$ cat src/sv/cldf_pkg.sv
`timescale 1ns / 1ps
// Package for the content-length deframer: phase and result codes, error codes,
// header flag bits, the length prefix table and the result struct. No dependencies.
package cldf_pkg;

   localparam int HeaderLimitWidth  = 16;
   localparam int MessageLimitWidth = 24;
   localparam int CountWidth        = 17;
   localparam int AccumWidth        = 28;
   localparam int PrefixLen         = 15;
   localparam int CsrDataWidth      = 24;

   // phase codes; code 3 behaves as failed
   localparam logic [1:0] PH_HEADER = 2'd0;
   localparam logic [1:0] PH_BODY   = 2'd1;
   localparam logic [1:0] PH_FAILED = 2'd2;

   // terminator match depth
   localparam logic [1:0] CM_NONE   = 2'd0;
   localparam logic [1:0] CM_CR     = 2'd1;
   localparam logic [1:0] CM_CRLF   = 2'd2;
   localparam logic [1:0] CM_CRLFCR = 2'd3;

   // header line flag bits
   localparam int LF_OTHER_BIT = 0;
   localparam int LF_VALUE_BIT = 1;
   localparam int LF_DIGIT_BIT = 2;

   localparam logic [1:0] RT_BODY  = 2'd0;
   localparam logic [1:0] RT_EMPTY = 2'd1;
   localparam logic [1:0] RT_ERROR = 2'd2;

   localparam logic [2:0] ERR_NONE      = 3'd0;
   localparam logic [2:0] ERR_OVERSIZED = 3'd1;
   localparam logic [2:0] ERR_DUPLICATE = 3'd2;
   localparam logic [2:0] ERR_NO_DIGITS = 3'd3;
   localparam logic [2:0] ERR_BAD_DIGIT = 3'd4;
   localparam logic [2:0] ERR_MISSING   = 3'd5;

   localparam logic       CSR_HEADER_LIMIT  = 1'b0;
   localparam logic       CSR_MESSAGE_LIMIT = 1'b1;

   localparam logic [7:0] CHAR_CR    = 8'h0D;
   localparam logic [7:0] CHAR_LF    = 8'h0A;
   localparam logic [7:0] CHAR_SPACE = 8'h20;
   localparam logic [7:0] CHAR_ZERO  = 8'h30;
   localparam logic [7:0] CHAR_NINE  = 8'h39;

   typedef struct packed {
      logic       valid;
      logic [1:0] result_type;
      logic [7:0] body_byte;
      logic       last_of_body;
      logic [2:0] error_code;
   } result_type;

   // "Content-Length:" one character per position
   function automatic logic [7:0] prefix_char(input logic [3:0] pos);
      logic [7:0] ch;
      case (pos)
         4'd0:    ch = 8'h43; // C
         4'd1:    ch = 8'h6F; // o
         4'd2:    ch = 8'h6E; // n
         4'd3:    ch = 8'h74; // t
         4'd4:    ch = 8'h65; // e
         4'd5:    ch = 8'h6E; // n
         4'd6:    ch = 8'h74; // t
         4'd7:    ch = 8'h2D; // -
         4'd8:    ch = 8'h4C; // L
         4'd9:    ch = 8'h65; // e
         4'd10:   ch = 8'h6E; // n
         4'd11:   ch = 8'h67; // g
         4'd12:   ch = 8'h74; // t
         4'd13:   ch = 8'h68; // h
         4'd14:   ch = 8'h3A; // :
         default: ch = 8'h00;
      endcase
      return ch;
   endfunction

endpackage

$ cat src/sv/cldf_if.sv
`timescale 1ns / 1ps
// Valid/ready channel interfaces for the deframer: request bytes and results.
// Depends on nothing.
interface cldf_req_if;
   logic       valid;
   logic       ready;
   logic [7:0] data_byte;
   modport source (output valid, output data_byte, input ready);
   modport sink (input valid, input data_byte, output ready);
endinterface

interface cldf_rsp_if;
   logic       valid;
   logic       ready;
   logic [1:0] result_type;
   logic [7:0] body_byte;
   logic       last_of_body;
   logic [2:0] error_code;
   modport source (output valid, output result_type, output body_byte,
                   output last_of_body, output error_code, input ready);
   modport sink (input valid, input result_type, input body_byte,
                 input last_of_body, input error_code, output ready);
endinterface

$ cat src/sv/cldf_parser.sv
`timescale 1ns / 1ps
// Deframer state and per-byte next-state logic: header scan, length parse, body count.
// Depends on cldf_pkg.
module cldf_parser (
   input  logic                                  clock,
   input  logic                                  reset,
   input  logic                                  step,
   input  logic [7:0]                            data_byte,
   input  logic [cldf_pkg::HeaderLimitWidth-1:0]  hdr_cap,
   input  logic [cldf_pkg::MessageLimitWidth-1:0] len_cap,
   output cldf_pkg::result_type                  result
);

   logic [1:0]                              phase_ff, phase_in;
   logic [1:0]                              crlf_ff, crlf_in;
   logic [cldf_pkg::CountWidth-1:0]         hcount_ff, hcount_in;
   logic [3:0]                              ppos_ff, ppos_in;
   logic [2:0]                              flags_ff, flags_in;
   logic [cldf_pkg::MessageLimitWidth-1:0]  lval_ff, lval_in;
   logic                                    lseen_ff, lseen_in;
   logic [2:0]                              herr_ff, herr_in;
   logic [cldf_pkg::MessageLimitWidth-1:0]  brem_ff, brem_in;

   always_comb begin
      logic                                    lb_do;
      logic                                    le_do;
      logic                                    term;
      logic [7:0]                              ch;
      logic [cldf_pkg::AccumWidth-1:0]         accum;
      logic [2:0]                              err;
      logic [cldf_pkg::CountWidth-1:0]         crlf_wide;

      phase_in  = phase_ff;
      crlf_in   = crlf_ff;
      hcount_in = hcount_ff;
      ppos_in   = ppos_ff;
      flags_in  = flags_ff;
      lval_in   = lval_ff;
      lseen_in  = lseen_ff;
      herr_in   = herr_ff;
      brem_in   = brem_ff;
      result    = '0;
      lb_do     = 1'b0;
      le_do     = 1'b0;
      term      = 1'b0;
      ch        = data_byte;
      accum     = '0;
      err       = cldf_pkg::ERR_NONE;
      crlf_wide = '0;

      if (step) begin
         unique case (phase_ff)
            cldf_pkg::PH_BODY: begin
               result.valid        = 1'b1;
               result.result_type  = cldf_pkg::RT_BODY;
               result.body_byte    = data_byte;
               result.last_of_body = (brem_ff <= 24'd1);
               if (result.last_of_body) begin
                  brem_in  = '0;
                  phase_in = cldf_pkg::PH_HEADER;
                  crlf_in  = cldf_pkg::CM_NONE;
                  hcount_in = '0;
                  ppos_in  = '0;
                  flags_in = '0;
                  lval_in  = '0;
                  lseen_in = 1'b0;
                  herr_in  = cldf_pkg::ERR_NONE;
               end else begin
                  brem_in = brem_ff - 24'd1;
               end
            end
            cldf_pkg::PH_HEADER: begin
               // a pending CR that is not part of the terminator is a header byte;
               // whatever follows it on that line cannot change the outcome
               unique case (crlf_ff)
                  cldf_pkg::CM_NONE: begin
                     if (data_byte == cldf_pkg::CHAR_CR) crlf_in = cldf_pkg::CM_CR;
                     else lb_do = 1'b1;
                  end
                  cldf_pkg::CM_CR: begin
                     if (data_byte == cldf_pkg::CHAR_LF) begin
                        le_do   = 1'b1;
                        crlf_in = cldf_pkg::CM_CRLF;
                     end else if (data_byte == cldf_pkg::CHAR_CR) begin
                        lb_do = 1'b1;
                        ch    = cldf_pkg::CHAR_CR;
                     end else begin
                        lb_do   = 1'b1;
                        ch      = cldf_pkg::CHAR_CR;
                        crlf_in = cldf_pkg::CM_NONE;
                     end
                  end
                  cldf_pkg::CM_CRLF: begin
                     if (data_byte == cldf_pkg::CHAR_CR) begin
                        crlf_in = cldf_pkg::CM_CRLFCR;
                     end else begin
                        lb_do   = 1'b1;
                        crlf_in = cldf_pkg::CM_NONE;
                     end
                  end
                  default: begin
                     if (data_byte == cldf_pkg::CHAR_LF) begin
                        term = 1'b1;
                     end else if (data_byte == cldf_pkg::CHAR_CR) begin
                        lb_do   = 1'b1;
                        ch      = cldf_pkg::CHAR_CR;
                        crlf_in = cldf_pkg::CM_CR;
                     end else begin
                        lb_do   = 1'b1;
                        ch      = cldf_pkg::CHAR_CR;
                        crlf_in = cldf_pkg::CM_NONE;
                     end
                  end
               endcase

               if (lb_do && herr_ff == cldf_pkg::ERR_NONE) begin
                  if (flags_ff[cldf_pkg::LF_VALUE_BIT]) begin
                     if (!flags_ff[cldf_pkg::LF_DIGIT_BIT] && ch == cldf_pkg::CHAR_SPACE) begin
                        herr_in = herr_ff;
                     end else if (ch < cldf_pkg::CHAR_ZERO || ch > cldf_pkg::CHAR_NINE) begin
                        herr_in = cldf_pkg::ERR_BAD_DIGIT;
                     end else begin
                        accum = ({4'd0, lval_ff} << 3) + ({4'd0, lval_ff} << 1)
                              + {24'd0, ch[3:0]};
                        if (accum > {4'd0, len_cap}) begin
                           herr_in = cldf_pkg::ERR_BAD_DIGIT;
                        end else begin
                           lval_in = accum[cldf_pkg::MessageLimitWidth-1:0];
                           flags_in[cldf_pkg::LF_DIGIT_BIT] = 1'b1;
                        end
                     end
                  end else if (!flags_ff[cldf_pkg::LF_OTHER_BIT]) begin
                     if (ppos_ff < 4'(cldf_pkg::PrefixLen)
                         && ch == cldf_pkg::prefix_char(ppos_ff)) begin
                        ppos_in = ppos_ff + 4'd1;
                        if (ppos_in == 4'(cldf_pkg::PrefixLen)) begin
                           if (lseen_ff) herr_in = cldf_pkg::ERR_DUPLICATE;
                           else flags_in[cldf_pkg::LF_VALUE_BIT] = 1'b1;
                        end
                     end else begin
                        flags_in[cldf_pkg::LF_OTHER_BIT] = 1'b1;
                     end
                  end
               end

               if (le_do) begin
                  if (herr_ff == cldf_pkg::ERR_NONE && flags_ff[cldf_pkg::LF_VALUE_BIT]) begin
                     if (flags_ff[cldf_pkg::LF_DIGIT_BIT]) lseen_in = 1'b1;
                     else herr_in = cldf_pkg::ERR_NO_DIGITS;
                  end
                  flags_in = '0;
                  ppos_in  = '0;
               end

               if (term) begin
                  err = herr_ff;
                  if (err == cldf_pkg::ERR_NONE && !lseen_ff) err = cldf_pkg::ERR_MISSING;
                  if (err != cldf_pkg::ERR_NONE) begin
                     result.valid       = 1'b1;
                     result.result_type = cldf_pkg::RT_ERROR;
                     result.error_code  = err;
                     phase_in           = cldf_pkg::PH_FAILED;
                  end else begin
                     if (lval_ff == '0) begin
                        result.valid        = 1'b1;
                        result.result_type  = cldf_pkg::RT_EMPTY;
                        result.last_of_body = 1'b1;
                     end else begin
                        brem_in  = lval_ff;
                        phase_in = cldf_pkg::PH_BODY;
                     end
                     crlf_in   = cldf_pkg::CM_NONE;
                     hcount_in = '0;
                     ppos_in   = '0;
                     flags_in  = '0;
                     lval_in   = '0;
                     lseen_in  = 1'b0;
                     herr_in   = cldf_pkg::ERR_NONE;
                  end
               end else begin
                  hcount_in = hcount_ff + 17'd1;
                  crlf_wide = {15'd0, crlf_in};
                  if (hcount_in >= crlf_wide
                      && (hcount_in - crlf_wide) > {1'b0, hdr_cap}) begin
                     result.valid       = 1'b1;
                     result.result_type = cldf_pkg::RT_ERROR;
                     result.error_code  = cldf_pkg::ERR_OVERSIZED;
                     phase_in           = cldf_pkg::PH_FAILED;
                  end
               end
            end
            default: begin
               phase_in = phase_ff;
            end
         endcase
      end
   end

   always_ff @(posedge clock) begin
      if (reset) begin
         phase_ff  <= cldf_pkg::PH_HEADER;
         crlf_ff   <= cldf_pkg::CM_NONE;
         hcount_ff <= '0;
         ppos_ff   <= '0;
         flags_ff  <= '0;
         lval_ff   <= '0;
         lseen_ff  <= 1'b0;
         herr_ff   <= cldf_pkg::ERR_NONE;
         brem_ff   <= '0;
      end else begin
         phase_ff  <= phase_in;
         crlf_ff   <= crlf_in;
         hcount_ff <= hcount_in;
         ppos_ff   <= ppos_in;
         flags_ff  <= flags_in;
         lval_ff   <= lval_in;
         lseen_ff  <= lseen_in;
         herr_ff   <= herr_in;
         brem_ff   <= brem_in;
      end
   end

endmodule

$ cat src/sv/content_length_deframer_core.sv
`timescale 1ns / 1ps
// Content-Length deframer top level: input register, parser, result register, CSRs.
// Depends on cldf_pkg, cldf_if.sv and cldf_parser.
//
// Usage:
//   req_if carries one raw stream byte per item. The header is scanned for the
//   line starting with "Content-Length:", ends at the first CR LF CR LF, and the
//   body that follows is passed out on rsp_if one byte per item, the final byte
//   marked with last_of_body. A zero length gives one empty-message item.
//   Header faults give one error item; the block then drops every byte until
//   reset.
//   csr_wr_en writes the header size cap (index 0) or the body length cap
//   (index 1) from csr_wdata; write only while the block is idle.
// Timing:
//   A byte is registered in the input register, and the parser's result for it
//   is registered in the result register once that slot is free.
//   One item per cycle is sustained while rsp_if.ready stays high; the parser
//   step is a single pass of compare, multiply-by-ten and count logic.
// Reset:
//   Synchronous, active high: header phase, empty pipeline, limits at defaults.
// Stall:
//   While rsp_if.ready is low and a result waits, the held input byte stays in
//   the input register and req_if.ready drops once that register is full.
module content_length_deframer_core (
   input  logic                                clock,
   input  logic                                reset,
   cldf_req_if.sink                            req_if,
   cldf_rsp_if.source                          rsp_if,
   input  logic                                csr_wr_en,
   input  logic                                csr_index,
   input  logic [cldf_pkg::CsrDataWidth-1:0]    csr_wdata
);

   logic                                    in_valid_ff, in_valid_in;
   logic [7:0]                              in_byte_ff;
   logic                                    out_valid_ff, out_valid_in;
   cldf_pkg::result_type                    out_ff;
   logic [cldf_pkg::HeaderLimitWidth-1:0]   hdr_cap_ff;
   logic [cldf_pkg::MessageLimitWidth-1:0]  len_cap_ff;
   logic                                    out_free;
   logic                                    step;
   cldf_pkg::result_type                    step_result;

   // the result slot is free when empty or being drained this cycle
   assign out_free     = !out_valid_ff || rsp_if.ready;
   assign step         = in_valid_ff && out_free;
   assign req_if.ready = !in_valid_ff || step;

   // hold the byte until the parser takes it
   assign in_valid_in  = req_if.valid ? 1'b1 : (in_valid_ff && !step);
   assign out_valid_in = out_free ? (step && step_result.valid) : out_valid_ff;

   cldf_parser u_parser (
      .clock         (clock),
      .reset         (reset),
      .step          (step),
      .data_byte     (in_byte_ff),
      .hdr_cap       (hdr_cap_ff),
      .len_cap       (len_cap_ff),
      .result        (step_result)
   );

   always_ff @(posedge clock) begin
      if (reset) begin
         in_valid_ff  <= 1'b0;
         out_valid_ff <= 1'b0;
      end else begin
         if (req_if.ready) in_valid_ff <= in_valid_in;
         out_valid_ff <= out_valid_in;
      end
   end

   // payload registers: advance without reset
   always_ff @(posedge clock) begin
      if (req_if.valid && req_if.ready) in_byte_ff <= req_if.data_byte;
      if (step && step_result.valid) out_ff <= step_result;
   end

   always_ff @(posedge clock) begin
      if (reset) begin
         hdr_cap_ff <= 16'd16384;
         len_cap_ff <= 24'd8388608;
      end else if (csr_wr_en) begin
         unique case (csr_index)
            cldf_pkg::CSR_HEADER_LIMIT:
               hdr_cap_ff <= csr_wdata[cldf_pkg::HeaderLimitWidth-1:0];
            cldf_pkg::CSR_MESSAGE_LIMIT:
               len_cap_ff <= csr_wdata[cldf_pkg::MessageLimitWidth-1:0];
            default: begin
               hdr_cap_ff <= hdr_cap_ff;
            end
         endcase
      end
   end

   assign rsp_if.valid        = out_valid_ff;
   assign rsp_if.result_type  = out_ff.result_type;
   assign rsp_if.body_byte    = out_ff.body_byte;
   assign rsp_if.last_of_body = out_ff.last_of_body;
   assign rsp_if.error_code   = out_ff.error_code;

endmodule

$ cat src/flat_wrapper.sv
// flat-port wrapper written by rule: the top's interface ports become plain ports
module content_length_deframer_core_flat 
  (clock, reset, csr_wr_en, csr_index, csr_wdata, req_if_valid, req_if_data_byte, req_if_ready, rsp_if_valid, rsp_if_result_type, rsp_if_body_byte, rsp_if_last_of_body, rsp_if_error_code, rsp_if_ready);
  cldf_req_if req_if_i ();
  cldf_rsp_if rsp_if_i ();
  input  logic clock;
  input  logic reset;
  input  logic csr_wr_en;
  input  logic csr_index;
  input  logic [cldf_pkg::CsrDataWidth-1:0] csr_wdata;
  input wire logic [$bits(req_if_i.valid)-1:0] req_if_valid;
  input wire logic [$bits(req_if_i.data_byte)-1:0] req_if_data_byte;
  output wire logic [$bits(req_if_i.ready)-1:0] req_if_ready;
  output wire logic [$bits(rsp_if_i.valid)-1:0] rsp_if_valid;
  output wire logic [$bits(rsp_if_i.result_type)-1:0] rsp_if_result_type;
  output wire logic [$bits(rsp_if_i.body_byte)-1:0] rsp_if_body_byte;
  output wire logic [$bits(rsp_if_i.last_of_body)-1:0] rsp_if_last_of_body;
  output wire logic [$bits(rsp_if_i.error_code)-1:0] rsp_if_error_code;
  input wire logic [$bits(rsp_if_i.ready)-1:0] rsp_if_ready;
  assign req_if_i.valid = req_if_valid;
  assign req_if_i.data_byte = req_if_data_byte;
  assign req_if_ready = req_if_i.ready;
  assign rsp_if_valid = rsp_if_i.valid;
  assign rsp_if_result_type = rsp_if_i.result_type;
  assign rsp_if_body_byte = rsp_if_i.body_byte;
  assign rsp_if_last_of_body = rsp_if_i.last_of_body;
  assign rsp_if_error_code = rsp_if_i.error_code;
  assign rsp_if_i.ready = rsp_if_ready;
  content_length_deframer_core u_core (.clock(clock), .reset(reset), .req_if(req_if_i), .rsp_if(rsp_if_i), .csr_wr_en(csr_wr_en), .csr_index(csr_index), .csr_wdata(csr_wdata));
endmodule
$ cat config.mk
export PLATFORM = sky130hd
export DESIGN_NAME = content_length_deframer_core_flat
export DESIGN_NICKNAME = d
export VERILOG_FILES = /design/src/sv/cldf_pkg.sv /design/src/sv/cldf_if.sv /design/src/sv/cldf_parser.sv /design/src/sv/content_length_deframer_core.sv /design/src/flat_wrapper.sv
export SDC_FILE = /design/constraint.sdc
export NUM_CORES = 1
export LEC_CHECK = 0
export BUFFER_PORTS_ARGS = -buffer_cell sky130_fd_sc_hd__buf_2
export CAP_MARGIN = 20
export CORE_AREA = 3 3 261 186
export DETAILED_ROUTE_END_ITERATION = 8
export DIE_AREA = 0 0 264 189
export PLACE_DENSITY = 0.47
export SLEW_MARGIN = 15
export SYNTH_ARGS = -nofsm -noshare
export SYNTH_HDL_FRONTEND = slang
export SYNTH_HIERARCHICAL = 1
export SYNTH_SLANG_ARGS = --single-unit
$ cat constraint.sdc
create_clock -name clock -period 7.37 [get_ports clock]
set_clock_uncertainty 0.2 [all_clocks]
set_input_delay 1.474 -clock clock [delete_from_list [all_inputs] [get_ports clock]]
set_output_delay 1.474 -clock clock [all_outputs]
set_load 0.02 [all_outputs]
==> impl_results.md <==
* Outcome: completed
* Startpoint types: flip-flop
* Syn_nets at 1403
* Most frequent cells in the layout: dfxtp_1 (129), nor2_1 (113), ha_1 (99)
* Num rows at 66
* FF-to-FF setup slack at 0.66 ns
* Yosys cell types at 80
* Core area at 46240 um^2
* Sequential area share after synthesis at 0.3072
* Count of input and output buffers at 53
* Reg clk slew, reported paths at 0.07 ns
* LEAKAGE at 5.019 nW
* Initial Util at 0.2283
* Number of synthesized flops with an enable pin at 22
* Crit path buffers/inverters at 1
* Max-slew violation count at 0
* Antenna violations before repair at 0
* Die span in x at 264 um
* Worst path top cell family by delay: simple AND/OR/NAND/NOR gates
* Dominant cell type by area after synthesis: dfxtp_1
* Drt total wl at 32000 um
* Synth top area share at 0.2446
* Crit path kind: reg -> reg
* IO Pins at 54
* First-pass GRT wire length at 50630 um
* Clk sink count at 151
* PD cells at 161.3 nW/um^2
* Sw Ratio at 0.2574
* WP data required at 7.55 ns
* DRC at 0
* Pre-CTS setup slack at 0.6802 ns
* Fmax at 149.1 MHz
* Max incr delay on CP at 0.48 ns
* CTS buffer count at 17
* Reg power frac at 0.448
* Number of nets still failing antenna checks after routing at 0
* Clock power frac at 0.462
* Worst EP arrival at 6.89 ns
* Number of gates resized after cts at 0
* Most common cell after layout, fill and taps aside: dfxtp_1
* Final Net Count at 1430
* Crit Reg-Reg Endpoint: u_core/u_parser/lval_ff[3]$_SDFFE_PP0P_
* Largest cells by area after synthesis: dfxtp_1 (24%), ha_1 (12%), edfxtp_1 (6.3%)
* Hold Fails Final Rpt at 0
* Vias in the first global route at 8869
* Reg2Reg Launch Point: u_core/in_byte_ff[7]$_DFFE_PP_
* Asr flop ratio synth at 0
* CP most frequent cell: ha_1
* Final worst-path cycle share at 0.9102
* Post-Syn Area at 10560 um^2
* CTS tree: yes
* Routed len/inst at 16.72 um
* Setup TNS at 0 ns
* HPWL Detailed at 24570 um
* Worst-Skew Late Latency at 0.45 ns
* Worst slew pin tran at 1.070 ns
* Unrepaired setup endpoints after global routing: false
* Post-Synthesis Cells at 1263
* # diodes at 0
* Worst setup EP type: flip-flop
* Max Cap Viol at 0
* Iter 0 DRT Violations at 662
* Critical path's slowest cell: edfxtp_1
* Routability-driven placement congestion ratio at 0.8724
* Ys Warns at 6
* Root cell of the clock tree: clkbuf_16
* First-pass DRT Iterations at 5
* DR vias at 9422
* Relative slew margins at 0.2825
* Hold crit path type: reg -> reg
* NetSw at 498.3 uW
* P&R area growth vs syn at 13.69%
* Pin count of the biggest net entering global routing at 65
* Worst vdd ir at 0.1370 mV
* Final worst slack at 0.6616 ns
* Avg Cell Area, Syn at 8.359 um^2
* Via/cell ratio at 4.923
* Hold_sp: u_core/hdr_cap_ff[10]$_SDFFE_PP0P_
* Int Pwr at 1.437 mW
* Clock Path Buffers at 2
* R2r worst-path depth at 24
* WHS Path Cells at 2
* Grt ovf at 0
* Synth Flop Type: dfxtp_1
* H-tree depth at 4
* Final setup vio count at 0
* Die area at 49900 um^2
* Hold EP: u_core/hdr_cap_ff[10]$_SDFFE_PP0P_
* CP Cell Sequence: nor4_4 > and3_1 > nor2_1 > ha_1 > ha_1 > fa_1 > a211o_1 > o211ai_1 > a31o_1 > o31a_1 > o21a_1 > o21ai_0 > a21oi_1 > xnor2_1 > ha_1 > nand3_1 > nor4_1 > nand3_1 > o21ai_0 > o2111ai_1 > nor4_1 > and3_1 > buf_4 > a22o_1
* Synthesized flop and latch total at 151
* Layout cell share with drive strength beyond 1 at 0.09370
* Die height at 189 um
* Min Tclk post-route at 6.708 ns
* GRT Util Overall at 0.1267
* Crit path max fanout at 17
* Gate power share at 0.090
[Yosys cell counts (all sizes together) (9+ instances only)]
library cell  count
nor2            114
ha               99
nand2b           52
a22oi            14
clkbuf           45
nor2b            16
a21oi            97
mux2i            35
a31oi             9
buf              15
a22o             24
xor2             18
nand3            43
nor3             40
o31ai            11
o211ai            9
and2             10
o21ai            55
a211oi           12
edfxtp           22
dfxtp           129
a21o             29
nand4            16
xnor2            32
and3             22
nor4             27
a21bo            10
nand3b           10
inv              73
nand2            69
or3              10
[worst min-delay path, stage by stage, from the launching register on]
cell and delay, ns:
dfxtp_1 0.31, nand2b_1 0.06, mux2i_1 0.06
[per-layer routing]
layer,part of all wire,track usage,vias to the layer above
li1,-,-,4668
met1,0.54,0.1987,4508
met2,0.40,0.1747,218
met3,0.051,0.02741,28
met4,0.0095,0.02360,0
met5,0,0,-
[registers in the layout, indices dropped and copies added, names as in the netlist, named ones only]
| register | count |
|---|---|
| u_core/rsp_if.last_of_body | 1 |
| u_core/u_parser/brem_ff | 24 |
| u_core/rsp_if.result_type | 2 |
| u_core/rsp_if.error_code | 3 |
| u_core/len_cap_ff | 24 |
| u_core/u_parser/lseen_ff | 1 |
| u_core/u_parser/crlf_ff | 2 |
| u_core/hdr_cap_ff | 16 |
| u_core/u_parser/phase_ff | 2 |
| u_core/u_parser/herr_ff | 3 |
| u_core/rsp_if.body_byte | 8 |
| u_core/in_byte_ff | 8 |
| u_core/u_parser/flags_ff | 3 |
| u_core/u_parser/hcount_ff | 17 |
| u_core/in_valid_ff | 1 |
| u_core/u_parser/lval_ff | 24 |
| u_core/u_parser/ppos_ff | 4 |
| u_core/rsp_if.valid | 1 |
[through the flow]
step	std cells	instance area (um^2)	hold slack (ns)	power [mW]	utilization
after floorplan	1263	10560	0.2354	1.002	-
after global placement	1881	11410	0.2518	1.057	0.2466
after detailed placement	1881	11410	0.2653	1.060	0.2466
after CTS	1912	11990	0.2778	1.962	0.2592
after global routing	1914	12000	0.3000	2.017	0.2596
final	1914	12000	0.2728	1.936	0.2596
[power groups by stage]
stage               clock network [mW]  logic, mW  registers (mW)
floorplan                            0      0.123           0.879
global placement                     0      0.173           0.884
detailed placement                   0      0.175           0.885
CTS                              0.919      0.176           0.867
global route                     0.951      0.196           0.869
finish                           0.894      0.175           0.867
[how the worst max path moves through the flow]
stage | to | cells after the start | start | slack [ns]
floorplan | u_core/u_parser/lval_ff[5]$_SDFFE_PP0P_ | 23 | u_core/in_byte_ff[6]$_DFFE_PP_ | 1.66
finish | u_core/u_parser/lval_ff[3]$_SDFFE_PP0P_ | 24 | u_core/in_byte_ff[7]$_DFFE_PP_ | 0.66
detailed placement | u_core/u_parser/lval_ff[3]$_SDFFE_PP0P_ | 24 | u_core/in_byte_ff[6]$_DFFE_PP_ | 0.68
global placement | u_core/u_parser/lval_ff[9]$_SDFFE_PP0P_ | 24 | u_core/in_byte_ff[6]$_DFFE_PP_ | 0.92
CTS | u_core/u_parser/lval_ff[3]$_SDFFE_PP0P_ | 24 | u_core/in_byte_ff[6]$_DFFE_PP_ | 0.65
global route | u_core/u_parser/lval_ff[3]$_SDFFE_PP0P_ | 24 | u_core/in_byte_ff[7]$_DFFE_PP_ | 0.06
[what timing repair did]
action                     in CTS  in global routing
hold buffers                    0                  0
setup endpoints to repair       0                 13
setup buffers                   0                  2
[area by class of cell]
cell class | count | area (um^2)
sequential | 151 | 3243
clock inverter | 11 | 123.9
inverter | 73 | 274.0
timing repair buffer | 68 | 380.4
tap | 612 | 765.7
multi-input combinational | 979 | 6758
fill | 5034 | 34240
clock buffer | 20 | 457.9
[logic make-up after synthesis]
group           Yosys count  share of synthesized area
compound gates          336                     0.2138
xor+xnor                 50                    0.04148
fa+ha+maj               102                     0.1230
buf+inv                 133                    0.05392
flops                   151                     0.3072
mux                      37                    0.03532
simple gates            454                     0.2253
No activity file was read; power rests on OpenSTA's default activity.
